File: config.mk
export PLATFORM = sky130hd
export DESIGN_NAME = sbgra_scale_lane
export DESIGN_NICKNAME = d
export VERILOG_FILES = /design/src/hdl/sbgra_pkg.sv /design/src/hdl/sbgra_scale_lane.sv
export SDC_FILE = /design/constraint.sdc
export NUM_CORES = 1
export LEC_CHECK = 0
export BUFFER_PORTS_ARGS = -buffer_cell sky130_fd_sc_hd__buf_2
export CORE_MARGIN = 10
export CORE_UTILIZATION = 53
export CTS_CLUSTER_DIAMETER = 40
export DETAILED_ROUTE_END_ITERATION = 16
export GPL_TIMING_DRIVEN = 0
export PLACE_DENSITY = 0.72
export SYNTH_ARGS = -nofsm -noshare
export SYNTH_HDL_FRONTEND = slang
export SYNTH_SLANG_ARGS = --single-unit
File: constraint.sdc
create_clock -name clk -period 5.2 [get_ports clk]
set_clock_uncertainty 0.15 [all_clocks]
set_input_delay 0.26 -clock clk [delete_from_list [all_inputs] [get_ports clk]]
set_output_delay 0.26 -clock clk [all_outputs]
set_load 0.01 [all_outputs]
File: src/hdl/sbgra_pkg.sv
// Shared constants, types and helper functions of the scaled BGRA converter.
// Used by the scaling lanes, the color lanes and the top level; needs nothing else.
package sbgra_pkg;

  localparam int MAX_DIM = 4096;
  localparam int COORD_W = $clog2(MAX_DIM);
  localparam int DIM_W = COORD_W + 1;
  localparam int PROD_W = 2 * DIM_W;
  // One divide stage per quotient bit; the product stage comes in front of them.
  localparam int PIPE_DEPTH = COORD_W;

  localparam logic OP_MAP = 1'b0;
  localparam logic OP_CONVERT = 1'b1;

  localparam logic [1:0] FMT_BGRA = 2'd0;
  localparam logic [1:0] FMT_ARGB = 2'd1;
  localparam logic [1:0] FMT_UYVY = 2'd2;

  localparam logic [2:0] REG_PIXEL_FORMAT = 3'd0;
  localparam logic [2:0] REG_MIRROR = 3'd1;
  localparam logic [2:0] REG_SRC_WIDTH = 3'd2;
  localparam logic [2:0] REG_SRC_HEIGHT = 3'd3;
  localparam logic [2:0] REG_DST_WIDTH = 3'd4;
  localparam logic [2:0] REG_DST_HEIGHT = 3'd5;

  // BT.601 studio-range coefficients, magnitudes only; signs are in the lane.
  localparam logic [16:0] C_YR = 17'd66;
  localparam logic [16:0] C_YG = 17'd129;
  localparam logic [16:0] C_YB = 17'd25;
  localparam logic [16:0] C_UR = 17'd38;
  localparam logic [16:0] C_UG = 17'd74;
  localparam logic [16:0] C_UB = 17'd112;
  localparam logic [16:0] C_VR = 17'd112;
  localparam logic [16:0] C_VG = 17'd94;
  localparam logic [16:0] C_VB = 17'd18;
  localparam logic [16:0] ROUND_HALF = 17'd128;
  localparam logic [16:0] CHROMA_BIAS = 17'd32896;
  localparam logic [7:0] LUMA_OFFSET = 8'd16;

  typedef struct packed {
    logic [DIM_W-1:0] src;
    logic [DIM_W-1:0] dst;
  } dim_pair_t;

  typedef struct packed {
    logic [7:0] y;
    logic [7:0] u;
    logic [7:0] v;
  } yuv_t;

  // A size of zero counts as one, a size above the maximum as the maximum.
  function automatic logic [DIM_W-1:0] eff_size(input logic [DIM_W-1:0] v);
    logic [DIM_W-1:0] r;
    r = v;
    if (v == '0) r = DIM_W'(1);
    else if (v > DIM_W'(MAX_DIM)) r = DIM_W'(MAX_DIM);
    return r;
  endfunction

endpackage

File: src/hdl/sbgra_scale_lane.sv
// One nearest-neighbour scaling lane: floor(coord*src/dst) clamped to src-1.
// Uses sbgra_pkg; a multiply stage followed by one restoring-divide stage per bit.
module sbgra_scale_lane (
  input  logic                          clk,
  input  logic [sbgra_pkg::DIM_W-1:0]   coord,
  input  sbgra_pkg::dim_pair_t          dims,
  output logic [sbgra_pkg::COORD_W-1:0] result
);

  localparam int NS = sbgra_pkg::PIPE_DEPTH;

  logic [sbgra_pkg::PROD_W-1:0]  rem [0:NS];
  logic [sbgra_pkg::COORD_W-1:0] quo [0:NS];
  logic [sbgra_pkg::DIM_W-1:0]   div [0:NS];
  logic [sbgra_pkg::COORD_W-1:0] lim [0:NS];
  logic                          ovr [0:NS];
  logic [sbgra_pkg::DIM_W-1:0]   s_eff;
  logic [sbgra_pkg::DIM_W-1:0]   t_eff;

  assign s_eff = sbgra_pkg::eff_size(dims.src);
  assign t_eff = sbgra_pkg::eff_size(dims.dst);

  // When coord >= dst the quotient reaches src, so the clamp wins and the
  // divider may run on garbage; otherwise the quotient fits COORD_W bits.
  always_ff @(posedge clk) begin
    rem[0] <= sbgra_pkg::PROD_W'(coord) * sbgra_pkg::PROD_W'(s_eff);
    quo[0] <= '0;
    div[0] <= t_eff;
    lim[0] <= sbgra_pkg::COORD_W'(s_eff - sbgra_pkg::DIM_W'(1));
    ovr[0] <= (coord >= t_eff);
  end

  for (genvar k = 1; k <= NS; k++) begin : g_div
    localparam int B = NS - k;
    logic [sbgra_pkg::PROD_W-1:0]  trial;
    logic                          fits;
    logic [sbgra_pkg::COORD_W-1:0] quo_next;

    assign trial = sbgra_pkg::PROD_W'(div[k-1]) << B;
    assign fits = (rem[k-1] >= trial);
    // Bit B is still clear here, since only this stage decides it.
    assign quo_next = quo[k-1] | (sbgra_pkg::COORD_W'(fits) << B);

    always_ff @(posedge clk) begin
      rem[k] <= fits ? rem[k-1] - trial : rem[k-1];
      quo[k] <= quo_next;
      div[k] <= div[k-1];
      lim[k] <= lim[k-1];
      ovr[k] <= ovr[k-1];
    end
  end

  assign result = ovr[NS] ? lim[NS] : quo[NS];

endmodule

## Word level (Yosys, flattened, before mapping)

Memory sizes are Yosys's and may differ from the RTL's.
Index checks and enable logic that the tools add are counted.

| storage, ports and cells | value |
|---|---|
| flip-flop bits (word level) | 0 |
| latch bits | 0 |
| memory bits (writable) | 832 |
| ROM bits | 0 |
| input port bits | 40 |
| output and inout bits | 12 |
| logic and storage cells | 65 |
| memories | 5 |

| cells by class | value |
|---|---|
| add/subtract/negate cells | 13 |
| multiply operators | 1 |
| div/mod/pow operators | 0 |
| magnitude comparators | 15 |
| eq/ne operators | 0 |
| shift-type cells | 0 |
| mux-type cells | 17 |
| bitwise logic cells | 12 |
| reduce and logical (&&, ||, !) cells | 2 |

Memory list:

| name | words | bits a word | rd ports | clocked after Yosys merged registers in | write ports | line | text |
|---|---|---|---|---|---|---|---|
| rem | 13 | 26 | 12 | 0 | 13 | sbgra_scale_lane.sv:12 | `logic [sbgra_pkg::PROD_W-1:0] rem [0:NS];` |
| div | 13 | 13 | 12 | 0 | 13 | sbgra_scale_lane.sv:14 | `logic [sbgra_pkg::DIM_W-1:0] div [0:NS];` |
| lim | 13 | 12 | 13 | 0 | 13 | sbgra_scale_lane.sv:15 | `logic [sbgra_pkg::COORD_W-1:0] lim [0:NS];` |
| quo | 13 | 12 | 13 | 0 | 13 | sbgra_scale_lane.sv:13 | `logic [sbgra_pkg::COORD_W-1:0] quo [0:NS];` |
| ovr | 13 | 1 | 13 | 0 | 13 | sbgra_scale_lane.sv:16 | `logic ovr [0:NS];` |

Operator list:

| kind | number |
|---|---|
| 2-to-1 mux 26 bit | 12 |
| 2-to-1 mux 13 bit | 4 |
| greater-or-equal comparator 26 x 13 -> 1 bit | 1 |
| greater-or-equal comparator 26 x 14 -> 1 bit | 1 |
| greater-or-equal comparator 26 x 15 -> 1 bit | 1 |
| greater-or-equal comparator 26 x 16 -> 1 bit | 1 |
| greater-or-equal comparator 26 x 17 -> 1 bit | 1 |
| greater-or-equal comparator 26 x 18 -> 1 bit | 1 |
| greater-or-equal comparator 26 x 19 -> 1 bit | 1 |
| greater-or-equal comparator 26 x 20 -> 1 bit | 1 |
| greater-or-equal comparator 26 x 21 -> 1 bit | 1 |
| greater-or-equal comparator 26 x 22 -> 1 bit | 1 |
| greater-or-equal comparator 26 x 23 -> 1 bit | 1 |
| greater-or-equal comparator 26 x 24 -> 1 bit | 1 |
| greater-than comparator 13 bit, second input constant | 2 |
| zero test 13 bit | 2 |
| multiplier 13 x 13 -> 26 bit | 1 |
| subtractor 26 x 13 -> 26 bit | 1 |
| subtractor 26 x 14 -> 26 bit | 1 |
| subtractor 26 x 15 -> 26 bit | 1 |
| subtractor 26 x 16 -> 26 bit | 1 |
| subtractor 26 x 17 -> 26 bit | 1 |
| subtractor 26 x 18 -> 26 bit | 1 |
| subtractor 26 x 19 -> 26 bit | 1 |
| 20 further kinds | 20 |

## Depth between registers and ports, before layout

Gate-level depths: netlist (run 1).

| logic depth | value |
|---|---|
| depth in word-level cells | 4 |
| mapped depth | 24 |
| mapped depth without buffers | 23 |

## Least setup slack after synthesis (run 1)

No wires, ideal clock.

| timing | value |
|---|---|
| kind | input to register |
| start point | input port dims[25] in the netlist's numbering |
| end point | memory rem[0][24] in the netlist's numbering |
| library setup time | 0.063 ns |
| arrival time | 5.497 ns |
| data required time | 4.987 ns |
| slack | -0.509 ns |
| stages | 21 |
| path buffers | 2 |
| cell sequence | clkbuf_1 nor2b_1 clkbuf_1 nand2_1 fa_1 inv_1 fa_1 fa_1 fa_1 inv_1 fa_1 inv_1 ha_1 a21o_1 a21o_1 a21oi_1 a21oi_1 a211o_1 a21oi_1 or4b_2 nand3_1 |

RTL lines:

| what | line | text |
|---|---|---|
| from (decl) | sbgra_scale_lane.sv:6 | `input sbgra_pkg::dim_pair_t dims,` |
| to (decl) | sbgra_scale_lane.sv:12 |  |

==> out/summary.txt, run 1 <==
=====================================================================================
Outcome ................................................................ finished clean
Clock transition at path regs ..........................................      0.06 ns
Average wire per standard cell .........................................     16.67 um
Tightest Pin Transition ................................................     1.191 ns
Tmin final .............................................................     5.164 ns
Max IR drop VDD ........................................................    0.3626 mV
Via density per instance ...............................................        5.250
FFs w/ async S/R, synth ................................................           0%
Gp weighted congestion .................................................       0.9430
Vias in the first global route .........................................        23033
Die footprint ..........................................................  0.06910 mm2
Y dimension of the die .................................................     262.9 um
Busiest metal layer after global routing ...............................         met2
Setup repair after global routing missed its margin ....................          yes
# nets final ...........................................................         3729
Met3 track utilization from global routing .............................       3.579%
Final worst-path cycle share ...........................................       99.31%
Area growth from synthesis to layout ...................................       16.74%
Buffers on Ports .......................................................           51
Setup WS post-layout ...................................................   0.03607 ns
Critical path class ....................................................       in2reg
Most frequent standard cell in the layout excluding fill and tap cells . sky130_fd_sc_hd__dfxtp_1
Root buffer selected by CTS ............................................ sky130_fd_sc_hd__clkbuf_16
Source-to-sink clock delay at the later pin of the worst-skew pair .....      0.64 ns
Post-synth design cell area ............................................  0.03126 mm2
Slowest-stage cell, CP ................................................. sky130_fd_sc_hd__fa_1
Summed negative setup slack over all endpoints .........................         0 ns
Syn avg cell area ......................................................    10.03 um2
Iteration-0 DRC Markers ................................................         1116
Cells after synthesis ..................................................         3116
Number of synthesized flops with an enable pin .........................            0
Post-Synthesis Net Count ...............................................         3529
Number of max-capacitance violations reported ..........................            0
Worst reg-to-reg path cell count .......................................           13
Number of hold-slack violations in the final timing report .............            0
First-pass GRT wire length .............................................    113400 um
Cell type with the highest aggregate area in the netlist ............... sky130_fd_sc_hd__dfxtp_1
Setup-failing EPs final ................................................            0
DIE WIDTH ..............................................................     262.9 um
Crit-path max cell delay ...............................................      0.55 ns
Maximum clock path buffer count ........................................            3
Remaining routing DRC violations .......................................            0
Met2 usage .............................................................       36.70%
Number of levels in the clock H-tree ...................................            3
CTS tree ...............................................................         done
Count of state elements after synthesis ................................          715
Number of nets still failing antenna checks after routing ..............            0
Worst setup SP type ....................................................    input pin
Starting density of the core ...........................................       53.87%
Detailed-route wire length .............................................     69220 um
Path class of the lowest-slack min-delay path ..........................       in2reg
Final max-slew violation count .........................................            0
Finished Core Util .....................................................       62.89%
HPWL after detailed placement ..........................................     52590 um
Largest cells by area after synthesis .................................. sky130_fd_sc_hd__dfxtp_1 46%, sky130_fd_sc_hd__ha_1 9.6%, sky130_fd_sc_hd__fa_1 8.5%, sky130_fd_sc_hd__inv_1 4.4%, sky130_fd_sc_hd__xnor2_1 3.3%
WP depth ...............................................................           21
Minimum setup slack among reg-to-reg paths .............................      1.39 ns
Top-level port count ...................................................           52
Vias post-DR ...........................................................        21793
Maximum number of pins on one net before global-route repair ...........           18
Fraction of the yosys area taken by sequential cells ...................       45.79%
Required time of the critical path .....................................      5.63 ns
Diodes inserted ........................................................            0
CP cell instances ...................................................... clkbuf_4, clkbuf_16, nor2b_4, buf_8, and2_1, fa_1, fa_1, fa_1, fa_1, inv_1, fa_1, inv_1, ha_1, a21o_1, nor3_1, a21oi_4, a211o_1, a21oi_2, buf_4, o211ai_1, nand3_1
Yosys synthesis warning count ..........................................            0
Leakage power summed over all cells ....................................   0.01621 uW
Fmax ...................................................................   0.1937 GHz
Most common flop cell mapped by yosys .................................. sky130_fd_sc_hd__dfxtp_1
Worst path most repeated cell .......................................... sky130_fd_sc_hd__fa_1
CP top delay family ....................................................  adder cells
Iteration count of the initial detailed-routing pass ...................            5
Power density normalized to cell area .................................. 625.9 mW/mm2
Post-synthesis cell type count .........................................           76
Headroom to the max-slew limit .........................................       20.09%
Placeable Area .........................................................  0.05803 mm2
Share of final-layout standard cells stronger than drive strength 1 ....       10.54%
Hold Path Stages .......................................................            4
Total buffers and inverters traversed by the critical path .............            6
Leading cell types in the layout, fill and taps excluded ............... 715 x sky130_fd_sc_hd__dfxtp_1, 364 x sky130_fd_sc_hd__inv_1, 251 x sky130_fd_sc_hd__nand2_1
Number of antenna violations at the first check in global routing ......            1
Area fraction of the dominant cell type after synthesis ................       45.79%
Num rows ...............................................................           88
Critical path data arrival time ........................................      5.59 ns
Post-placement setup slack .............................................    -1.218 ns
Setup crit end kind ....................................................    flip-flop
Crit path max fanout ...................................................           10
Remaining global-route overflow ........................................            0
Sinks on the clock net .................................................          715
Met1 layer usage reported by global route ..............................       21.77%
Total Routing Usage GR .................................................       19.77%
Clock buffers created by TritonCTS .....................................           85
=====================================================================================
-- kinds of logic after synthesis --
group	after synthesis	share of synthesized area (%)
simple gates	820	13.06
flops	715	45.79
compound gates	515	10.20
buf+inv	436	5.287
fa+ha+maj	373	18.10
xor+xnor	205	5.743
mux	52	1.829
-- flip-flops by register name, summed over array words and instances, names as in the netlist --
name,count
rem,312
quo,78
lim,156
div,156
ovr,13
-- area by class of cell --
type,instances,area [um2]
clock inverter,50,645.6
inverter,368,1381
timing repair buffer,114,838.3
clock buffer,107,2350
tap,765,957.2
sequential,715,14310
multi-input combinational,1965,15600
buffer,67,409.1
fill,4591,21530
-- cell usage after synthesis (all sizes together) (17+ instances only) --
library cell,number
ha,241
xnor2,119
clkbuf,64
nand4,29
a21o,55
mux2,41
xor2,86
a21oi,159
fa,132
nor3,47
dfxtp,715
o21a,29
nor2,174
nand2b,35
a31oi,24
or3,17
o21ai,142
and2,82
nand2,255
inv,367
nor2b,44
nand3,47
-- power breakdown --
part / internal [uW] / leakage, uW / total, uW / switching [uW]
logic: 4000 / 0.00877 / 8920 / 4910
registers: 7050 / 0.00599 / 7950 / 890
clock network: 3560 / 0.00145 / 5980 / 2420
-- stage by stage --
| stage | cells | hold slack, ns | total power [uW] | area, um2 |
|---|---|---|---|---|
| after floorplan | 3116 | 0.1596 | 14500 | 31530 |
| after CTS | 4129 | 0.01105 | 22780 | 36190 |
| after global routing | 4151 | 0.02327 | 24450 | 36500 |
| after global placement | 3932 | 0.1596 | 16320 | 32740 |
| after detailed placement | 3932 | 0.1621 | 16610 | 32740 |
| final | 4151 | 0.03412 | 22840 | 36500 |
-- timing repair --
| action | 4_1_cts | 5_1_grt |
|---|---|---|
| setup endpoints to repair | 9 | 7 |
| buffers inserted | 6 | 22 |
| pin swaps | 5 | 29 |
| hold buffers | 34 | 1 |
| endpoints found under the hold margin | 24 | 1 |
| resized for setup | 20 | 45 |
| cloned | 0 | 0 |
-- path summary, 6_finish.rpt --
check,from,endpoint
max,dims[25],rem[0][24]
min,dims[15],lim[0][2]
max reg2reg,rem[1][10],rem[2][25]
min reg2reg,quo[1][30],quo[1][42]
-- tightest hold or removal path, cell delays in order --
cell,delay [ns]
sky130_fd_sc_hd__buf_8,0.08
sky130_fd_sc_hd__nor2b_4,0.18
sky130_fd_sc_hd__clkbuf_8,0.19
sky130_fd_sc_hd__xor2_1,0.07
-- routing by layer --
metal / part of all wire (%) / up-vias
met2: 52 / 503
met5: 0 / -
met1: 41 / 10395
met3: 4.4 / 156
li1: - / 10739
met4: 3.4 / 0
Note: power is estimated with default switching activity, not from simulation.
==> inputs of run 2 (changes only) <==
Settings changed: CORE_UTILIZATION 53 to 35, PLACE_DENSITY 0.72 to unset.
==> out/summary.txt, run 2 (synthesis gave the netlist of run 1 again) <==
=====================================================================================
Outcome ................................................................ finished clean
Setup repair after global routing missed its margin ....................          yes
Iteration-0 DRC Markers ................................................         1037   -7.1%
Detailed-route wire length .............................................     63490 um   -8.3%
Count of non-filler cells in the finished layout .......................         4545   +9.5%
Net switching fraction of the power ....................................       34.93%   -1.1 points
Area growth from synthesis to layout ...................................       18.32%
Largest reg by FF count ................................................          rem
Number of levels in the clock H-tree ...................................            3   unchanged
Critical path class ....................................................       in2reg
Clock transition at path regs ..........................................      0.05 ns   about the same
Remaining global-route overflow ........................................            0   unchanged
Area used by multi-input combinational logic ...........................  0.01563 mm2   +0.16%
Gp weighted congestion .................................................       0.8766   -7.0%
Max IR drop VDD ........................................................    0.2982 mV   -18%
Die footprint ..........................................................   0.1017 mm2   +47%
Remaining routing DRC violations .......................................            0   unchanged
Tightest Pin Transition ................................................     1.126 ns   -0.06494 ns
Headroom to the max-slew limit .........................................       24.45%   +4.4 points
Maximum number of pins on one net before global-route repair ...........           17   -1
Largest register FFs ...................................................          312   unchanged
Post-placement setup slack .............................................   -0.9934 ns   +0.2248 ns
CTS tree ...............................................................         done
DIE WIDTH ..............................................................     318.9 um   +21%
Required time of the critical path .....................................      5.55 ns   -0.08 ns
Number of hold-slack violations in the final timing report .............            0   unchanged
Hold Path Stages .......................................................            3   -1
Total internal power ...................................................     14600 uW   -0.13%
Tmin final .............................................................     5.145 ns   -0.01898 ns
Worst setup SP type ....................................................    input pin
Clock network power share ..............................................        26.4%   +0.2 points
Power density normalized to cell area .................................. 606.4 mW/mm2   -3.1%
Crit path max fanout ...................................................            6   -4
Dpl cell area ..........................................................  0.03324 mm2   +1.5%
Sinks on the clock net .................................................          715   unchanged
Vias in the first global route .........................................        21573   -6.3%
Placeable Area .........................................................  0.08851 mm2   +53%
Number of filler instances in the final layout .........................         8437   +84%
Via density per instance ...............................................        4.597   -12%
Setup crit end kind ....................................................    flip-flop
Buffers on Ports .......................................................           51   unchanged
Regs by FF count ....................................................... rem x312, div x156, lim x156
Num rows ...............................................................          109   +24%
Setup WS post-layout ...................................................   0.05505 ns   +0.01898 ns
Starting density of the core ...........................................       35.32%   -19 points
Share of final-layout standard cells stronger than drive strength 1 ....       10.56%   +0.019 points
Average wire per standard cell .........................................     13.97 um   -16%
Number of nets still failing antenna checks after routing ..............            0   unchanged
Iteration count of the initial detailed-routing pass ...................            5   unchanged
Clock buffers created by TritonCTS .....................................           81   -4.7%
Logic gate share of total power ........................................        38.3%   -0.7 points
Worst reg-to-reg path cell count .......................................           12   -1
Final max-slew violation count .........................................            0   unchanged
Fmax ...................................................................   0.1944 GHz   +0.37%
Y dimension of the die .................................................     318.9 um   +21%
Vias post-DR ...........................................................        20894   -4.1%
Most frequent standard cell in the layout excluding fill and tap cells . sky130_fd_sc_hd__dfxtp_1
Maximum clock path buffer count ........................................            3   unchanged
Critical path data arrival time ........................................      5.50 ns   -0.09 ns
Total Routing Usage GR .................................................       12.52%   -7.3 points
Root buffer selected by CTS ............................................ sky130_fd_sc_hd__clkbuf_16
Number of antenna violations at the first check in global routing ......            0   -1
Diodes inserted ........................................................            0   unchanged
First-pass GRT wire length .............................................    105500 um   -7.0%
Total non-filler cell area in the finished layout ......................  0.03699 mm2   +1.4%
Path class of the lowest-slack min-delay path ..........................       in2reg
HPWL after detailed placement ..........................................     49640 um   -5.6%
# nets final ...........................................................         3726   -0.080%
Number of max-capacitance violations reported ..........................            0   unchanged
Top-level port count ...................................................           52   unchanged
Footprint of the flip-flops and latches ................................  0.01431 mm2   unchanged
Flop pwr share .........................................................        35.3%   +0.5 points
Power spent charging and discharging nets ..............................      7833 uW   -4.8%
Leakage power summed over all cells ....................................   0.01619 uW   about the same
Setup-failing EPs final ................................................            0   unchanged
Final worst-path cycle share ...........................................       98.94%   -0.36 points
Leading cell types in the layout, fill and taps excluded ............... 715 x sky130_fd_sc_hd__dfxtp_1, 363 x sky130_fd_sc_hd__inv_1, 250 x sky130_fd_sc_hd__nand2_1
Cell count after placement .............................................         4332   +10%
Source-to-sink clock delay at the later pin of the worst-skew pair .....      0.63 ns   about the same
=====================================================================================
==> run 2: cell count changes in the layout (fill, tap and decap cells not counted), moves of 4 or more <==
cell                        delta
sky130_fd_sc_hd__clkinv_4      -8
sky130_fd_sc_hd__inv_6         -8
sky130_fd_sc_hd__bufinv_16     +4
sky130_fd_sc_hd__inv_8         +4
==> run 2: path summary, 6_finish.rpt <==
check	slack, ns	start	to
setup / recovery	0.06	dims[15]	rem[0][24]
setup reg to reg	1.47	rem[5][6]	rem[6][15]
hold reg to reg	0.12	lim[0][34]	lim[0][46]
hold / removal	0.05	dims[25]	lim[0][5]
==> run 2: area by class of cell <==
cell class	count	area share, %
multi-input cells	1965	42.24
flip-flops and latches	715	38.70
clock buffers	102	6.018
well taps	1165	3.941
inverters	368	3.735
repair buffers	116	2.358
clock inverters	48	1.915
plain buffers	66	1.093
==> run 2: what timing repair did <==
item / CTS / global route
setup buffers: 8 / 21
endpoints found under the setup margin: 7 / 7
resized for setup: 16 / 55
pin swaps: 2 / 32
hold endpoints to repair: 24 / 0
cloned: 0 / 2
hold buffers: 34 / 0
==> run 2: critical path: stages <==
cell and delay (ns):
sky130_fd_sc_hd__buf_8 0.10, sky130_fd_sc_hd__nor4_4 0.29, sky130_fd_sc_hd__nand2b_1 0.18, sky130_fd_sc_hd__nor2_4 0.15, sky130_fd_sc_hd__a31oi_4 0.12, sky130_fd_sc_hd__nor2_4 0.21
sky130_fd_sc_hd__buf_8 0.16, sky130_fd_sc_hd__nand2_4 0.05, sky130_fd_sc_hd__fa_1 0.50, sky130_fd_sc_hd__inv_1 0.05, sky130_fd_sc_hd__fa_1 0.54, sky130_fd_sc_hd__fa_1 0.44
sky130_fd_sc_hd__fa_1 0.58, sky130_fd_sc_hd__ha_4 0.24, sky130_fd_sc_hd__a21oi_4 0.12, sky130_fd_sc_hd__nand2_2 0.08, sky130_fd_sc_hd__or3_4 0.34, sky130_fd_sc_hd__o21ai_4 0.21
sky130_fd_sc_hd__a21oi_4 0.09, sky130_fd_sc_hd__a211o_1 0.32, sky130_fd_sc_hd__a21oi_2 0.21, sky130_fd_sc_hd__or4b_4 0.16, sky130_fd_sc_hd__nand3_2 0.08
==> run 2: per-stage QoR <==
step	util [%]	setup TNS, ns	hold slack [ns]	total power (uW)
final	41.79	0	0.04875	22430
after detailed placement	37.55	-8.360	0.1621	16420
after global placement	37.55	-8.548	0.1595	16340
after CTS	41.38	-0.002205	0.03070	22500
after global routing	41.79	-0.2890	0.04316	24170
after floorplan	-	-0.08350	0.1596	14500
==> run 2: power groups by stage <==
stage | combinational (uW) | clock (uW) | sequential [uW]
6_report | 8580 | 5930 | 7920
5_1_grt | 9770 | 6320 | 8080
4_1_cts | 8500 | 6080 | 7920
3_5_place_dp | 8380 | 0 | 8030
3_3_place_gp | 8310 | 0 | 8030
2_1_floorplan | 6780 | 0 | 7720
==> run 2: per-layer routing <==
layer / track usage, % / share of wire, % / vias to the layer above
met2: 22.90 / 50 / 316
met3: 2.356 / 3.2 / 120
met1: 14.39 / 44 / 9703
met5: 0 / 0 / -
li1: - / - / 10755
met4: 4.383 / 3.1 / 0
