File: src/hdl/sbgra_pkg.sv
// Shared constants, types and helper functions of the scaled BGRA converter.
// Used by the scaling lanes, the color lanes and the top level; needs nothing else.
package sbgra_pkg;

  localparam int MAX_DIM = 4096;
  localparam int COORD_W = $clog2(MAX_DIM);
  localparam int DIM_W = COORD_W + 1;
  localparam int PROD_W = 2 * DIM_W;
  // One divide stage per quotient bit; the product stage comes in front of them.
  localparam int PIPE_DEPTH = COORD_W;

  localparam logic OP_MAP = 1'b0;
  localparam logic OP_CONVERT = 1'b1;

  localparam logic [1:0] FMT_BGRA = 2'd0;
  localparam logic [1:0] FMT_ARGB = 2'd1;
  localparam logic [1:0] FMT_UYVY = 2'd2;

  localparam logic [2:0] REG_PIXEL_FORMAT = 3'd0;
  localparam logic [2:0] REG_MIRROR = 3'd1;
  localparam logic [2:0] REG_SRC_WIDTH = 3'd2;
  localparam logic [2:0] REG_SRC_HEIGHT = 3'd3;
  localparam logic [2:0] REG_DST_WIDTH = 3'd4;
  localparam logic [2:0] REG_DST_HEIGHT = 3'd5;

  // BT.601 studio-range coefficients, magnitudes only; signs are in the lane.
  localparam logic [16:0] C_YR = 17'd66;
  localparam logic [16:0] C_YG = 17'd129;
  localparam logic [16:0] C_YB = 17'd25;
  localparam logic [16:0] C_UR = 17'd38;
  localparam logic [16:0] C_UG = 17'd74;
  localparam logic [16:0] C_UB = 17'd112;
  localparam logic [16:0] C_VR = 17'd112;
  localparam logic [16:0] C_VG = 17'd94;
  localparam logic [16:0] C_VB = 17'd18;
  localparam logic [16:0] ROUND_HALF = 17'd128;
  localparam logic [16:0] CHROMA_BIAS = 17'd32896;
  localparam logic [7:0] LUMA_OFFSET = 8'd16;

  typedef struct packed {
    logic [DIM_W-1:0] src;
    logic [DIM_W-1:0] dst;
  } dim_pair_t;

  typedef struct packed {
    logic [7:0] y;
    logic [7:0] u;
    logic [7:0] v;
  } yuv_t;

  // A size of zero counts as one, a size above the maximum as the maximum.
  function automatic logic [DIM_W-1:0] eff_size(input logic [DIM_W-1:0] v);
    logic [DIM_W-1:0] r;
    r = v;
    if (v == '0) r = DIM_W'(1);
    else if (v > DIM_W'(MAX_DIM)) r = DIM_W'(MAX_DIM);
    return r;
  endfunction

endpackage

File: src/hdl/sbgra_color_lane.sv
// One color lane: BT.601 studio-range Y, U and V of a single pixel, registered.
// Uses sbgra_pkg for coefficients; U and V come out before the pair averaging.
module sbgra_color_lane (
  input  logic            clk,
  input  logic [7:0]      red,
  input  logic [7:0]      green,
  input  logic [7:0]      blue,
  output sbgra_pkg::yuv_t yuv
);

  logic [16:0] y_sum;
  logic [16:0] u_sum;
  logic [16:0] v_sum;

  // With the bias added the chroma sums are always positive, at most 16 bits,
  // and every result already lies inside 0..255.
  always_comb begin
    y_sum = 17'(red) * sbgra_pkg::C_YR + 17'(green) * sbgra_pkg::C_YG
          + 17'(blue) * sbgra_pkg::C_YB + sbgra_pkg::ROUND_HALF;
    u_sum = 17'(blue) * sbgra_pkg::C_UB + sbgra_pkg::CHROMA_BIAS
          - (17'(red) * sbgra_pkg::C_UR + 17'(green) * sbgra_pkg::C_UG);
    v_sum = 17'(red) * sbgra_pkg::C_VR + sbgra_pkg::CHROMA_BIAS
          - (17'(green) * sbgra_pkg::C_VG + 17'(blue) * sbgra_pkg::C_VB);
  end

  always_ff @(posedge clk) begin
    yuv.y <= y_sum[15:8] + sbgra_pkg::LUMA_OFFSET;
    yuv.u <= u_sum[15:8];
    yuv.v <= v_sum[15:8];
  end

endmodule

File: config.mk
export PLATFORM = sky130hd
export DESIGN_NAME = sbgra_color_lane
export DESIGN_NICKNAME = d
export VERILOG_FILES = /design/src/hdl/sbgra_pkg.sv /design/src/hdl/sbgra_color_lane.sv
export SDC_FILE = /design/constraint.sdc
export NUM_CORES = 1
export LEC_CHECK = 0
export ABC_CLOCK_PERIOD_IN_PS = 11550
export BUFFER_PORTS_ARGS = -buffer_cell sky130_fd_sc_hd__buf_2
export CORE_MARGIN = 2
export CORE_UTILIZATION = 30
export CTS_CLUSTER_DIAMETER = 40
export CTS_CLUSTER_SIZE = 24
export DETAILED_ROUTE_END_ITERATION = 10
export SLEW_MARGIN = 20
export SYNTH_ARGS = -nofsm -noshare
export SYNTH_HDL_FRONTEND = slang
export SYNTH_SLANG_ARGS = --single-unit
export TNS_END_PERCENT = 20
File: constraint.sdc
create_clock -name clk -period 11.55 [get_ports clk]
set_clock_uncertainty 0.2 [all_clocks]
set_input_delay 0.5775 -clock clk [delete_from_list [all_inputs] [get_ports clk]]
set_output_delay 0.5775 -clock clk [all_outputs]
set_load 0.03 [all_outputs]
### After elaboration in Yosys (flattened, before gate mapping)

Index checks and enable logic that the tools add are counted.

* memories kept: 0
* bits of input ports: 25
* output and inout bits: 24
* memory bits (read-only): 0
* latch bits: 0
* logic and storage cells: 22
* memory bits (writable): 0
* flip-flop bits (word level): 24

* reductions and logical operators: 0
* div/mod/pow operators: 0
* shift operators: 0
* mux-type cells: 0
* magnitude comparators: 0
* $add $sub $neg: 10
* equality and inequality tests: 0
* multiply operators: 9
* bitwise gates (word level): 0

Operator list (number)
* 8-bit by 6-bit multiplier with 14-bit output, second input constant: 3
* 15-bit by 16-bit adder with 16-bit output, second input constant: 2
* 16-bit subtractor: 2
* 8-bit by 5-bit multiplier with 13-bit output, second input constant: 2
* 8-bit by 3-bit multiplier with 11-bit output, second input constant: 2
* 14-bit by 15-bit adder with 16-bit output: 1
* 15-bit by 13-bit adder with 16-bit output: 1
* 15-bit by 16-bit adder with 16-bit output: 1
* 16-bit by 13-bit adder with 16-bit output: 1
* 16-bit by 8-bit adder with 16-bit output, second input constant: 1
* 8-bit by 8-bit multiplier with 16-bit output, second input constant: 1
* 8-bit by 4-bit multiplier with 12-bit output, second input constant: 1
* 8-bit by 5-bit adder with 8-bit output, second input constant: 1

### Depth between registers and ports, before layout

Gate-level depths: netlist of run 1.

* depth in word-level cells: 5
* mapped depth: 24

### Worst setup path before layout of run 1

OpenSTA, ideal clock, no wires.

* kind: input to register
* start point: input port red[2]
* end point: register yuv[23] (netlist bit)
* slack: 5.431 ns
* stages: 21
* data arrival time: 5.860 ns
* data required time: 11.291 ns
* cell sequence: ha_1 > ha_1 > ha_1 > inv_1 > fa_1 > fa_1 > fa_1 > inv_1 > fa_1 > inv_1 > fa_1 > inv_1 > ha_1 > nand3_1 > nor2_1 > a221oi_1 > o21ai_0 > xnor2_1 > or4_4 > a31o_1 > nand2_1

* longest elaborated chain between the ends: 5

RTL lines
* from (decl): RTL line sbgra_color_lane.sv:5 `input logic [7:0] red,`
* 8-bit by 6-bit multiplier with 14-bit output: RTL line sbgra_color_lane.sv:18 `y_sum = 17'(red) * sbgra_pkg::C_YR + 17'(green) * sbgra_pkg::C_YG`
* 15-bit by 16-bit adder with 16-bit output: RTL line sbgra_color_lane.sv:18
* 16-bit by 13-bit adder with 16-bit output: RTL line sbgra_color_lane.sv:19 `+ 17'(blue) * sbgra_pkg::C_YB + sbgra_pkg::ROUND_HALF;`
* 16-bit by 8-bit adder with 16-bit output: RTL line sbgra_color_lane.sv:19
* 8-bit by 5-bit adder with 8-bit output: RTL line sbgra_color_lane.sv:27 `yuv.y <= y_sum[15:8] + sbgra_pkg::LUMA_OFFSET;`
* to (decl): RTL line sbgra_color_lane.sv:8 `output sbgra_pkg::yuv_t yuv`

No other way between the ends.

### Final worst setup path of run 1

* start point: input port red[7]
* end point: register yuv[23] (netlist bit)

Same word-level chain as after synthesis.

==> results of run 1 <==
[critical path, delay by kind of cell]
kind	cells	cell delay, ps
fa+ha+maj	9	3690
simple gates	4	790
compound gates	3	650
buf+inv	5	480
xor+xnor	1	200
[kinds of logic (layout without fill, tap and decap cells)]
| group | count (synthesis) | count (layout) | synth area share (%) |
|---|---|---|---|
| buf+inv | 191 | 242 | 9.58 |
| simple gates | 60 | 60 | 4.08 |
| fa+ha+maj | 314 | 314 | 61.2 |
| flops | 24 | 24 | 6.42 |
| xor+xnor | 69 | 69 | 8.07 |
| compound gates | 125 | 125 | 10.7 |
[cell usage after synthesis]
cell                        count
sky130_fd_sc_hd__a21boi_0       3
sky130_fd_sc_hd__o32a_1         1
sky130_fd_sc_hd__and3_1         2
sky130_fd_sc_hd__inv_1        191
sky130_fd_sc_hd__a21oi_1       51
sky130_fd_sc_hd__or4_4          1
sky130_fd_sc_hd__nand2b_1       3
sky130_fd_sc_hd__xnor2_1       47
sky130_fd_sc_hd__nor2b_1        7
sky130_fd_sc_hd__o41ai_2        1
sky130_fd_sc_hd__and3b_1        2
sky130_fd_sc_hd__a211oi_1       2
sky130_fd_sc_hd__o21ai_1        2
sky130_fd_sc_hd__o21bai_1      13
sky130_fd_sc_hd__o31a_1         1
sky130_fd_sc_hd__a31oi_1        1
sky130_fd_sc_hd__nand3_1        4
sky130_fd_sc_hd__ha_1         227
sky130_fd_sc_hd__a311o_1        1
sky130_fd_sc_hd__o21ai_0       17
sky130_fd_sc_hd__nand2_1       16
sky130_fd_sc_hd__and2b_2        1
sky130_fd_sc_hd__or3_1          1
sky130_fd_sc_hd__and2_1         1
sky130_fd_sc_hd__o2111ai_1      1
sky130_fd_sc_hd__nand3_2        1
sky130_fd_sc_hd__nor3_2         1
sky130_fd_sc_hd__o31ai_1        1
sky130_fd_sc_hd__nand4_1        1
sky130_fd_sc_hd__a31o_1         1
sky130_fd_sc_hd__a211oi_2       1
sky130_fd_sc_hd__a221oi_1       1
sky130_fd_sc_hd__nor3_1         2
sky130_fd_sc_hd__o21a_1         5
sky130_fd_sc_hd__xor2_1        22
sky130_fd_sc_hd__dfxtp_1       24
sky130_fd_sc_hd__nor2_1        17
sky130_fd_sc_hd__a21o_1        21
sky130_fd_sc_hd__fa_1          87
sky130_fd_sc_hd__a211oi_4       1
[placed cells by master, fill, tap and decap left out, drive strengths merged, types with 2 or more instances in the layout]
cell	n
a21boi	3
and3	2
nor2	17
o21bai	13
clkbuf	3
dfxtp	24
fa	87
o21ai	19
nand3	5
inv	191
nor3	3
buf	48
ha	227
a211oi	4
nand2	16
a21o	21
a21oi	51
nand2b	3
nor2b	7
and3b	2
o21a	5
xnor2	47
xor2	22
[layout make-up]
cell class	instances	share of cell area, %
multi-input combinational	568	76.6
inverter	191	8.73
sequential	24	5.85
tap	324	4.94
timing repair buffer	48	2.93
clock buffer	3	0.915
[power breakdown]
part	internal (mW)	switching (mW)	total, mW	leakage, nW
Clock	0.0462	0.0376	0.0838	0.0370
Sequential	0.168	0.00983	0.177	0.202
Combinational	0.948	1.16	2.11	4.33
Total	1.16	1.21	2.37	4.57
[metrics by stage]
| step | cells | power (mW) |
|---|---|---|
| finish | 1158 | 2.37 |
| global route | 1158 | 2.72 |
| CTS | 1158 | 2.42 |
| detailed placement | 1155 | 2.29 |
| global placement | 1155 | 2.29 |
| floorplan | 783 | 1.86 |
[metal layers]
metal,wire (microns),vias up,share of wire (%)
met5,18,-,0.12
met4,189,4,1.2
met3,454,12,2.9
met2,7360,60,48
met1,7410,2425,48
li1,-,2660,-
[worst min path at each step]
stage	start	to	slack, ps	cells past startpoint
after detailed placement	yuv[9]	yuv[9]	810	1
after floorplan	yuv[0]	yuv[0]	750	0
after CTS	green[6]	yuv[23]	1020	7
after global routing	green[7]	yuv[7]	1060	6
after global placement	yuv[8]	yuv[8]	810	1
final	green[7]	yuv[7]	1010	6
==> impl_metrics.xml, run 1 <==
<?xml version="1.0" encoding="UTF-8"?>
<metrics>
  <group name="layout">
    <metric name="final_core_density" unit="%">33.7</metric>
    <metric name="fraction_of_final_layout_cells_with_drive_strength_greater_than_1" unit="%">6.95</metric>
    <metric name="seqCellArea" unit="sq um">480</metric>
    <metric name="register_name_with_the_most_flops" unit="">yuv</metric>
    <metric name="multi_input_comb_area" unit="sq um">6290</metric>
    <metric name="num-nets-final" unit="">1175</metric>
    <metric name="nFillCells" unit="">2517</metric>
    <metric name="layout_top_registers" unit="">yuv x24</metric>
    <metric name="area_delta_synth_final" unit="%">9.63</metric>
    <metric name="final_area" unit="sq um">8210</metric>
    <metric name="antenna_cells_inserted" unit="">0</metric>
    <metric name="max_reg_flops" unit="">24</metric>
  </group>
  <group name="global_routing">
    <metric name="gr-usage-met1" unit="%">16.6</metric>
    <metric name="first_global_vias" unit="">5460</metric>
    <metric name="grt_most_used_layer" unit="">met2</metric>
    <metric name="number_of_antenna_violations_at_the_first_check_in_global_routing" unit="">2</metric>
    <metric name="groute.usage.overall" unit="%">12.7</metric>
    <metric name="grt_use_met3" unit="%">1.86</metric>
    <metric name="gr-total-overflow" unit="">0</metric>
    <metric name="grt_first_pass_wirelength" unit="microns">26500</metric>
    <metric name="globalRouteMet2Util" unit="%">22.6</metric>
    <metric name="grt_max_degree" unit="">13</metric>
  </group>
  <group name="timing">
    <metric name="clock.fmax" unit="MHz">156</metric>
    <metric name="max-slew-margin-rel" unit="%">56.4</metric>
    <metric name="whs" unit="ps">1010</metric>
    <metric name="worst_slew_pin_slew" unit="ps">651</metric>
    <metric name="layout_worst_path_cycle_share" unit="%">55.3</metric>
    <metric name="finalWorstSetupSlack" unit="ps">5160</metric>
    <metric name="timing_hold_violations_final" unit="">0</metric>
    <metric name="fin_tns_setup" unit="ps">0</metric>
    <metric name="layout_min_cycle_time" unit="ps">6390</metric>
    <metric name="rsz_0062_raised_after_global_routing" unit="">false</metric>
    <metric name="slew_violations" unit="">0</metric>
    <metric name="setup_viol" unit="">0</metric>
  </group>
  <group name="clock_network">
    <metric name="longest_clk_path_bufs" unit="">2</metric>
    <metric name="clock_tree_from_tritoncts" unit="">done</metric>
    <metric name="post_cts_clock_slew_at_the_launch_and_capture_registers_of_the_worst_setup_and_hold_paths" unit="ps">70</metric>
    <metric name="cts_setup_buffers" unit="">0</metric>
    <metric name="cts_resized" unit="">0</metric>
    <metric name="cts_hold_buffers" unit="">0</metric>
    <metric name="cts-buffers-inserted" unit="">3</metric>
    <metric name="cts_max_level" unit="">1</metric>
    <metric name="clock_sink_count" unit="">24</metric>
    <metric name="clk_root_buffer_cell" unit="">sky130_fd_sc_hd__clkbuf_16</metric>
  </group>
  <group name="power_and_ir_drop">
    <metric name="power.ir.vdd_worst" unit="V">0.000210</metric>
    <metric name="total_leakage_power" unit="nW">4.57</metric>
    <metric name="cellPowerDensity" unit="nW/um^2">289</metric>
  </group>
  <group name="worst_setup_path">
    <metric name="crit_arrival" unit="ps">6410</metric>
    <metric name="cpMaxStageDelayCell" unit="">sky130_fd_sc_hd__fa_1</metric>
    <metric name="crit_end" unit="">yuv[23]</metric>
    <metric name="critical_path_class" unit="">input port to flop</metric>
    <metric name="worst_ep_required_time" unit="ps">11570</metric>
    <metric name="start_kind" unit="">input port</metric>
    <metric name="critPathLaunch" unit="">red[7]</metric>
    <metric name="critical_path_peak_fanout" unit="">11</metric>
    <metric name="timing.critical_path.cells" unit="">buf_2 &gt; ha_1 &gt; ha_1 &gt; ha_1 &gt; inv_1 &gt; fa_1 &gt; fa_1 &gt; fa_1 &gt; inv_1 &gt; fa_1 &gt; inv_1 &gt; fa_1 &gt; inv_1 &gt; ha_1 &gt; nand3_1 &gt; nor2_1 &gt; a221oi_1 &gt; o21ai_0 &gt; xnor2_1 &gt; or4_4 &gt; a31o_1 &gt; nand2_1</metric>
    <metric name="cpPeakStageDelay" unit="ps">530</metric>
    <metric name="worst_path_most_repeated_cell" unit="">sky130_fd_sc_hd__fa_1</metric>
    <metric name="timing.critical_path.to_type" unit="">flop</metric>
  </group>
  <group name="route">
    <metric name="ant_nets" unit="">0</metric>
    <metric name="detailroute.via_count" unit="">5161</metric>
    <metric name="detail_route.wirelength" unit="microns">15400</metric>
    <metric name="vias_per_cell" unit="">4.46</metric>
    <metric name="drt_iter0_drc" unit="">118</metric>
    <metric name="routedWlPerCell" unit="microns">13.3</metric>
    <metric name="drc" unit="">0</metric>
    <metric name="drt_pass1_iterations" unit="">4</metric>
  </group>
  <group name="yosys">
    <metric name="cell_types_with_the_largest_area_share_after_synthesis" unit="">sky130_fd_sc_hd__ha_1 38%, sky130_fd_sc_hd__fa_1 23%, sky130_fd_sc_hd__inv_1 9.6%, sky130_fd_sc_hd__dfxtp_1 6.4%, sky130_fd_sc_hd__xnor2_1 5.5%</metric>
    <metric name="ys_seq_elements" unit="">24</metric>
    <metric name="synth.lib_cells_used.distinct" unit="">40</metric>
    <metric name="synthesis.yosys.warnings" unit="">0</metric>
    <metric name="syn-num-nets" unit="">1122</metric>
    <metric name="yosysSeqAreaShare" unit="%">6.42</metric>
    <metric name="synth_top_area_share" unit="%">37.9</metric>
    <metric name="post_synth_instance_area" unit="sq um">7490</metric>
    <metric name="netlist.top_cell.by_area" unit="">sky130_fd_sc_hd__ha_1</metric>
    <metric name="syn-instance-count" unit="">783</metric>
    <metric name="post_synth.cell_area_avg" unit="sq um">9.56</metric>
  </group>
  <group name="run_status">
    <metric name="status" unit="">finished, final reports clean</metric>
  </group>
  <group name="floorplan">
    <metric name="die_width" unit="microns">162</metric>
    <metric name="placeableCoreArea" unit="sq um">24400</metric>
    <metric name="effective_utilization_at_floorplan" unit="%">30.7</metric>
    <metric name="die_area" unit="sq um">26200</metric>
    <metric name="die_h" unit="microns">162</metric>
    <metric name="num_rows" unit="">57</metric>
    <metric name="ioPinCount" unit="">49</metric>
  </group>
  <group name="run">
    <metric name="maxCapViolations" unit="">0</metric>
  </group>
  <group name="worst_hold_path">
    <metric name="min-delay-path-class" unit="">input port to flop</metric>
  </group>
  <group name="placement">
    <metric name="place.detailed.hpwl" unit="microns">13700</metric>
    <metric name="placedInstanceArea" unit="sq um">8130</metric>
    <metric name="place_worst_setup_slack" unit="ps">4880</metric>
    <metric name="portBuffers" unit="">48</metric>
    <metric name="gp_congestion" unit="">0.824</metric>
  </group>
</metrics>
(Power assumes the default switching activity.)
==> inputs of run 2 (changes only) <==
- ABC_CLOCK_PERIOD_IN_PS: 11550 -> 5100
- clock period: 11.55 -> 5.1 ns (I/O delays scaled with it)
==> run 2 against run 1 <==
Hold slack got worse by 380 ps. Highest routed layer unchanged. First-iteration DRC count rose by 65%. Sequential cell count unchanged. Cell count increased by 10%. Cell area is 17% higher. Sequential share of layout area is 0.86 points lower. The run now ends with negative setup slack left. Worst setup slack worse by 5300 ps.
==> impl_metrics.xml, run 2 (synthesis gave the netlist of run 1 again) <==
<?xml version="1.0" encoding="UTF-8"?>
<metrics>
  <group name="floorplan">
    <metric name="ioPinCount" unit="">49</metric>
    <metric name="die_area" unit="sq um">26200</metric>
    <metric name="placeableCoreArea" unit="sq um">24400</metric>
    <metric name="die_h" unit="microns">162</metric>
    <metric name="num_rows" unit="">57</metric>
    <metric name="die_width" unit="microns">162</metric>
    <metric name="effective_utilization_at_floorplan" unit="%">30.7</metric>
  </group>
  <group name="layout">
    <metric name="layout_top_registers" unit="">yuv x24</metric>
    <metric name="fraction_of_final_layout_cells_with_drive_strength_greater_than_1" unit="%">25.5</metric>
    <metric name="num-nets-final" unit="">1295</metric>
    <metric name="area_delta_synth_final" unit="%">28.6</metric>
    <metric name="antenna_cells_inserted" unit="">0</metric>
    <metric name="highest_count_cells_in_the_layout_ignoring_fill_and_taps" unit="">201 x sky130_fd_sc_hd__ha_1, 179 x sky130_fd_sc_hd__inv_1, 118 x sky130_fd_sc_hd__buf_4, 85 x sky130_fd_sc_hd__fa_1</metric>
    <metric name="register_name_with_the_most_flops" unit="">yuv</metric>
    <metric name="layout.cells.most_common" unit="">sky130_fd_sc_hd__ha_1</metric>
    <metric name="final_area" unit="sq um">9630</metric>
    <metric name="max_reg_flops" unit="">24</metric>
  </group>
  <group name="timing">
    <metric name="setup_viol" unit="">2</metric>
    <metric name="layout_worst_path_cycle_share" unit="%">103</metric>
    <metric name="max-slew-margin-rel" unit="%">74.0</metric>
    <metric name="slew_violations" unit="">0</metric>
    <metric name="finalWorstSetupSlack" unit="ps">-172</metric>
    <metric name="clock.fmax" unit="MHz">190</metric>
    <metric name="timing_hold_violations_final" unit="">0</metric>
    <metric name="whs" unit="ps">628</metric>
    <metric name="worst_slew_pin_slew" unit="ps">388</metric>
    <metric name="layout_min_cycle_time" unit="ps">5270</metric>
    <metric name="rsz_0062_raised_after_global_routing" unit="">true</metric>
  </group>
  <group name="route">
    <metric name="detail_route.wirelength" unit="microns">18300</metric>
    <metric name="drt_iter0_drc" unit="">195</metric>
    <metric name="ant_nets" unit="">0</metric>
    <metric name="drt_pass1_iterations" unit="">4</metric>
    <metric name="routedWlPerCell" unit="microns">14.3</metric>
    <metric name="vias_per_cell" unit="">4.47</metric>
    <metric name="drc" unit="">0</metric>
    <metric name="detailroute.via_count" unit="">5711</metric>
  </group>
  <group name="worst_hold_path">
    <metric name="hold_path.startpoint" unit="">green[7]</metric>
    <metric name="min-delay-path-class" unit="">input port to flop</metric>
  </group>
  <group name="global_routing">
    <metric name="grt_first_pass_wirelength" unit="microns">29500</metric>
    <metric name="gr-total-overflow" unit="">0</metric>
    <metric name="groute.usage.overall" unit="%">14.3</metric>
    <metric name="first_global_vias" unit="">5959</metric>
    <metric name="number_of_antenna_violations_at_the_first_check_in_global_routing" unit="">1</metric>
    <metric name="grt_max_degree" unit="">14</metric>
  </group>
  <group name="placement">
    <metric name="place.detailed.hpwl" unit="microns">15900</metric>
    <metric name="gp_congestion" unit="">0.857</metric>
    <metric name="placedInstanceArea" unit="sq um">9110</metric>
    <metric name="portBuffers" unit="">48</metric>
  </group>
  <group name="worst_setup_path">
    <metric name="timing.critical_path.to_type" unit="">flop</metric>
    <metric name="critPathLaunch" unit="">red[2]</metric>
    <metric name="cpMaxStageDelayCell" unit="">sky130_fd_sc_hd__or4_4</metric>
    <metric name="worst_path_most_repeated_cell" unit="">sky130_fd_sc_hd__fa_1</metric>
    <metric name="critical_path_peak_fanout" unit="">3</metric>
    <metric name="critical_path_class" unit="">input port to flop</metric>
    <metric name="timing.critical_path.cells" unit="">buf_8 &gt; ha_4 &gt; ha_4 &gt; ha_4 &gt; inv_2 &gt; fa_1 &gt; fa_1 &gt; fa_1 &gt; inv_1 &gt; fa_1 &gt; inv_1 &gt; fa_1 &gt; inv_2 &gt; ha_4 &gt; nand3_4 &gt; buf_4 &gt; o41ai_4 &gt; nor2_4 &gt; or4_4 &gt; a31o_1 &gt; nand2_1</metric>
    <metric name="start_kind" unit="">input port</metric>
    <metric name="cpPeakStageDelay" unit="ps">510</metric>
    <metric name="worst_ep_required_time" unit="ps">5130</metric>
    <metric name="crit_arrival" unit="ps">5300</metric>
  </group>
  <group name="run_status">
    <metric name="violations_in_the_final_reports" unit="">negative setup slack</metric>
    <metric name="status" unit="">complete, but fails checks</metric>
  </group>
  <group name="run">
    <metric name="maxCapViolations" unit="">0</metric>
  </group>
  <group name="clock_network">
    <metric name="cts_max_level" unit="">1</metric>
    <metric name="post_cts_clock_slew_at_the_launch_and_capture_registers_of_the_worst_setup_and_hold_paths" unit="ps">80</metric>
    <metric name="longest_clk_path_bufs" unit="">2</metric>
    <metric name="clock_sink_count" unit="">24</metric>
    <metric name="clock_tree_from_tritoncts" unit="">done</metric>
    <metric name="clk_root_buffer_cell" unit="">sky130_fd_sc_hd__clkbuf_16</metric>
    <metric name="cts-buffers-inserted" unit="">3</metric>
  </group>
</metrics>
## run 2: cell count changes in the layout (fill, tap and decap cells not counted), sizes merged
cell and change:
buf +120, clkbuf +1, clkinvlp +1, inv -1
## run 2: final cells by class
cell class,instances,area (sq um)
Clock buffer,4,88.8
Fill cell,2456,14800
Inverter,191,721
Multi-Input combinational cell,568,6750
Sequential cell,24,480
Tap cell,324,405
Timing Repair Buffer,168,1180
## run 2: through the flow
stage                     cells  setup slack (ps)  TNS [ps]  util (%)
final                      1279              -172      -270      39.5
after global routing       1279              -326     -1030      39.5
after CTS                  1275              -224     -1360      38.0
after detailed placement   1269              -615     -5820      37.3
after global placement     1269              -566     -5280      37.3
after floorplan             783              -246      -699         -
## run 2: timing repair
item / CTS / global route
hold endpoints to repair: 0 / 0
endpoints found under the setup margin: 10 / 14
hold buffers: 0 / 0
gates resized for setup: 13 / 59
pin swaps: 11 / 42
buffers inserted: 2 / 4
## run 2: final timing paths
check | slack, ps | end | cells past startpoint
max | -170 | yuv[23] | 21
min | 630 | yuv[23] | 7
## run 2: worst max-delay path, delay by kind of cell
family | cells | cell delay (ps)
fa+ha+maj | 9 | 3420
buf+inv | 6 | 430
compound gates | 2 | 510
simple gates | 4 | 690
## run 2: metal layers
layer  up-vias  global-route usage [%]  routed length, microns
li1       2899                       -                       -
met1      2727                    18.7                    8340
met2        73                    26.0                    9300
met3        10                    1.94                     543
met4         2                    1.29                      97
met5         -                       0                      13
Power of run 2 is left out: the tool's default activity adds up to more than one toggle a clock period on the data nets, which glitch-free logic cannot reach.
==> inputs of run 3 (changes only) <==
- CAP_MARGIN: default -> 25
- PLACE_DENSITY: default -> 0.59
==> run 3 against run 2 <==
The run still ends with negative setup slack left. Cell count down 0.47%. Worst setup slack lost 22 ps. Core utilization shrank 0.96 points. Wire length fell by 5.6%. Sequential share of layout area rose by 0.12 points. Global-route usage down 0.21 points. Critical endpoint unchanged. Via count decreased by 2.0%. Hold slack better by 11 ps. Non-clock buffer count is 6 lower. Largest cell class unchanged. Count of clock-buffer cells in the layout unchanged. Critical path depth increased by 1. Sequential cell count unchanged.
==> impl_metrics.xml, run 3 (synthesis gave the netlist of run 1 again) <==
<?xml version="1.0" encoding="UTF-8"?>
<metrics>
  <group name="timing">
    <metric name="worst_slew_pin_slew" unit="ps">359</metric>
    <metric name="timing_hold_violations_final" unit="">0</metric>
    <metric name="clock.fmax" unit="MHz">189</metric>
    <metric name="layout_worst_path_cycle_share" unit="%">104</metric>
    <metric name="max-slew-margin-rel" unit="%">75.9</metric>
    <metric name="layout_min_cycle_time" unit="ps">5290</metric>
    <metric name="slew_violations" unit="">0</metric>
    <metric name="rsz_0062_raised_after_global_routing" unit="">true</metric>
    <metric name="finalWorstSetupSlack" unit="ps">-194</metric>
    <metric name="fin_tns_setup" unit="ps">-489</metric>
    <metric name="setup_viol" unit="">6</metric>
  </group>
  <group name="route">
    <metric name="detailroute.via_count" unit="">5598</metric>
    <metric name="drt_pass1_iterations" unit="">4</metric>
    <metric name="routedWlPerCell" unit="microns">13.6</metric>
    <metric name="ant_nets" unit="">0</metric>
    <metric name="detail_route.wirelength" unit="microns">17300</metric>
    <metric name="drc" unit="">0</metric>
    <metric name="vias_per_cell" unit="">4.40</metric>
    <metric name="drt_iter0_drc" unit="">159</metric>
  </group>
  <group name="floorplan">
    <metric name="effective_utilization_at_floorplan" unit="%">30.7</metric>
    <metric name="ioPinCount" unit="">49</metric>
    <metric name="die_width" unit="microns">162</metric>
    <metric name="die_h" unit="microns">162</metric>
    <metric name="num_rows" unit="">57</metric>
    <metric name="placeableCoreArea" unit="sq um">24400</metric>
    <metric name="die_area" unit="sq um">26200</metric>
  </group>
  <group name="placement">
    <metric name="gp_congestion" unit="">0.817</metric>
    <metric name="portBuffers" unit="">48</metric>
    <metric name="place.detailed.hpwl" unit="microns">15800</metric>
    <metric name="numPlacedInstances" unit="">1265</metric>
  </group>
  <group name="clock_network">
    <metric name="longest_clk_path_bufs" unit="">2</metric>
    <metric name="cts_max_level" unit="">1</metric>
    <metric name="post_cts_clock_slew_at_the_launch_and_capture_registers_of_the_worst_setup_and_hold_paths" unit="ps">80</metric>
    <metric name="clock_sink_count" unit="">24</metric>
    <metric name="cts-buffers-inserted" unit="">3</metric>
    <metric name="clk_root_buffer_cell" unit="">sky130_fd_sc_hd__clkbuf_16</metric>
    <metric name="clock_tree_from_tritoncts" unit="">done</metric>
  </group>
  <group name="worst_setup_path">
    <metric name="worst_ep_required_time" unit="ps">5120</metric>
    <metric name="critPathLaunch" unit="">red[2]</metric>
    <metric name="timing.critical_path.to_type" unit="">flop</metric>
    <metric name="cpMaxStageDelayCell" unit="">sky130_fd_sc_hd__or4_4</metric>
    <metric name="timing.critical_path.cells" unit="">buf_8 &gt; ha_4 &gt; ha_4 &gt; ha_4 &gt; inv_4 &gt; fa_1 &gt; fa_1 &gt; fa_1 &gt; inv_1 &gt; fa_1 &gt; inv_1 &gt; fa_1 &gt; inv_2 &gt; ha_4 &gt; nand3_4 &gt; nor2_1 &gt; a221oi_2 &gt; o21ai_2 &gt; xnor2_2 &gt; or4_4 &gt; a31o_1 &gt; nand2_1</metric>
    <metric name="critical_path_peak_fanout" unit="">3</metric>
    <metric name="start_kind" unit="">input port</metric>
    <metric name="crit_arrival" unit="ps">5310</metric>
    <metric name="worst_path_most_repeated_cell" unit="">sky130_fd_sc_hd__fa_1</metric>
    <metric name="critical_path_class" unit="">input port to flop</metric>
    <metric name="cpPeakStageDelay" unit="ps">540</metric>
    <metric name="crit_end" unit="">yuv[23]</metric>
  </group>
  <group name="layout">
    <metric name="area_delta_synth_final" unit="%">25.5</metric>
    <metric name="highest_count_cells_in_the_layout_ignoring_fill_and_taps" unit="">215 x sky130_fd_sc_hd__ha_1, 189 x sky130_fd_sc_hd__inv_1, 110 x sky130_fd_sc_hd__buf_4, 85 x sky130_fd_sc_hd__fa_1, 46 x sky130_fd_sc_hd__buf_2</metric>
    <metric name="fraction_of_final_layout_cells_with_drive_strength_greater_than_1" unit="%">22.0</metric>
    <metric name="register_name_with_the_most_flops" unit="">yuv</metric>
    <metric name="max_reg_flops" unit="">24</metric>
    <metric name="layout_top_registers" unit="">yuv x24</metric>
    <metric name="antenna_cells_inserted" unit="">0</metric>
    <metric name="layout.cells.most_common" unit="">sky130_fd_sc_hd__ha_1</metric>
    <metric name="post_layout_nonfiller_instances" unit="">1273</metric>
    <metric name="num-nets-final" unit="">1289</metric>
  </group>
  <group name="global_routing">
    <metric name="grt_first_pass_wirelength" unit="microns">29200</metric>
    <metric name="grt_max_degree" unit="">14</metric>
    <metric name="groute.usage.overall" unit="%">14.1</metric>
    <metric name="gr-total-overflow" unit="">0</metric>
    <metric name="number_of_antenna_violations_at_the_first_check_in_global_routing" unit="">1</metric>
    <metric name="first_global_vias" unit="">5939</metric>
  </group>
  <group name="run_status">
    <metric name="violations_in_the_final_reports" unit="">negative setup slack</metric>
    <metric name="status" unit="">complete, but fails checks</metric>
  </group>
  <group name="worst_hold_path">
    <metric name="min-delay-path-class" unit="">input port to flop</metric>
  </group>
  <group name="run">
    <metric name="maxCapViolations" unit="">0</metric>
  </group>
</metrics>
[run 3: changes by cell type in the layout (fill, tap and decap cells not counted), moves of 4 or more]
cell | previous run | this run
sky130_fd_sc_hd__ha_1 | 201 | 215
sky130_fd_sc_hd__ha_4 | 23 | 11
sky130_fd_sc_hd__inv_1 | 179 | 189
sky130_fd_sc_hd__inv_2 | 11 | 1
sky130_fd_sc_hd__buf_4 | 118 | 110
sky130_fd_sc_hd__a21oi_1 | 38 | 42
[run 3: critical path, delay by kind of cell]
family	cells	cell delay [ps]
buf+inv	5	290
simple gates	4	720
compound gates	3	530
xor+xnor	1	150
fa+ha+maj	9	3370
[run 3: area by class of cell]
type	count	area, sq um
inverter	191	719
tap	324	405
multi-input combinational	568	6550
fill	2472	15000
sequential	24	480
timing repair buffer	162	1140
clock buffer	4	88.8
[run 3: stage by stage]
stage	hold WS (ps)	cell area, sq um	setup WS, ps	util [%]
6_report	640	9390	-194	38.5
5_1_grt	705	9390	-337	38.5
4_1_cts	643	9260	-252	38.0
3_5_place_dp	490	9090	-606	37.3
3_3_place_gp	491	9090	-546	37.3
2_1_floorplan	428	7590	-246	-
[run 3: what timing repair did]
item,in CTS,in global routing
gates resized for setup,13,24
setup endpoints to repair,9,14
hold buffers,0,0
pin swaps,15,10
setup buffers,2,2
gates cloned,0,0
[run 3: how the worst min path moves through the flow]
stage             start  depth (start not counted)      end
2_1_floorplan    yuv[0]                          0   yuv[0]
3_3_place_gp    yuv[13]                          1  yuv[13]
3_5_place_dp    yuv[20]                          1  yuv[20]
4_1_cts        green[7]                          6   yuv[7]
5_1_grt        green[7]                          6   yuv[7]
6_report       green[7]                          6   yuv[7]
[run 3: layer usage]
layer	routed length, microns	GRT usage (%)
met1	8240	19.1
met2	8440	24.9
met3	482	1.92
met4	102	1.17
met5	13	0
Power of run 3 is left out for the same reason.
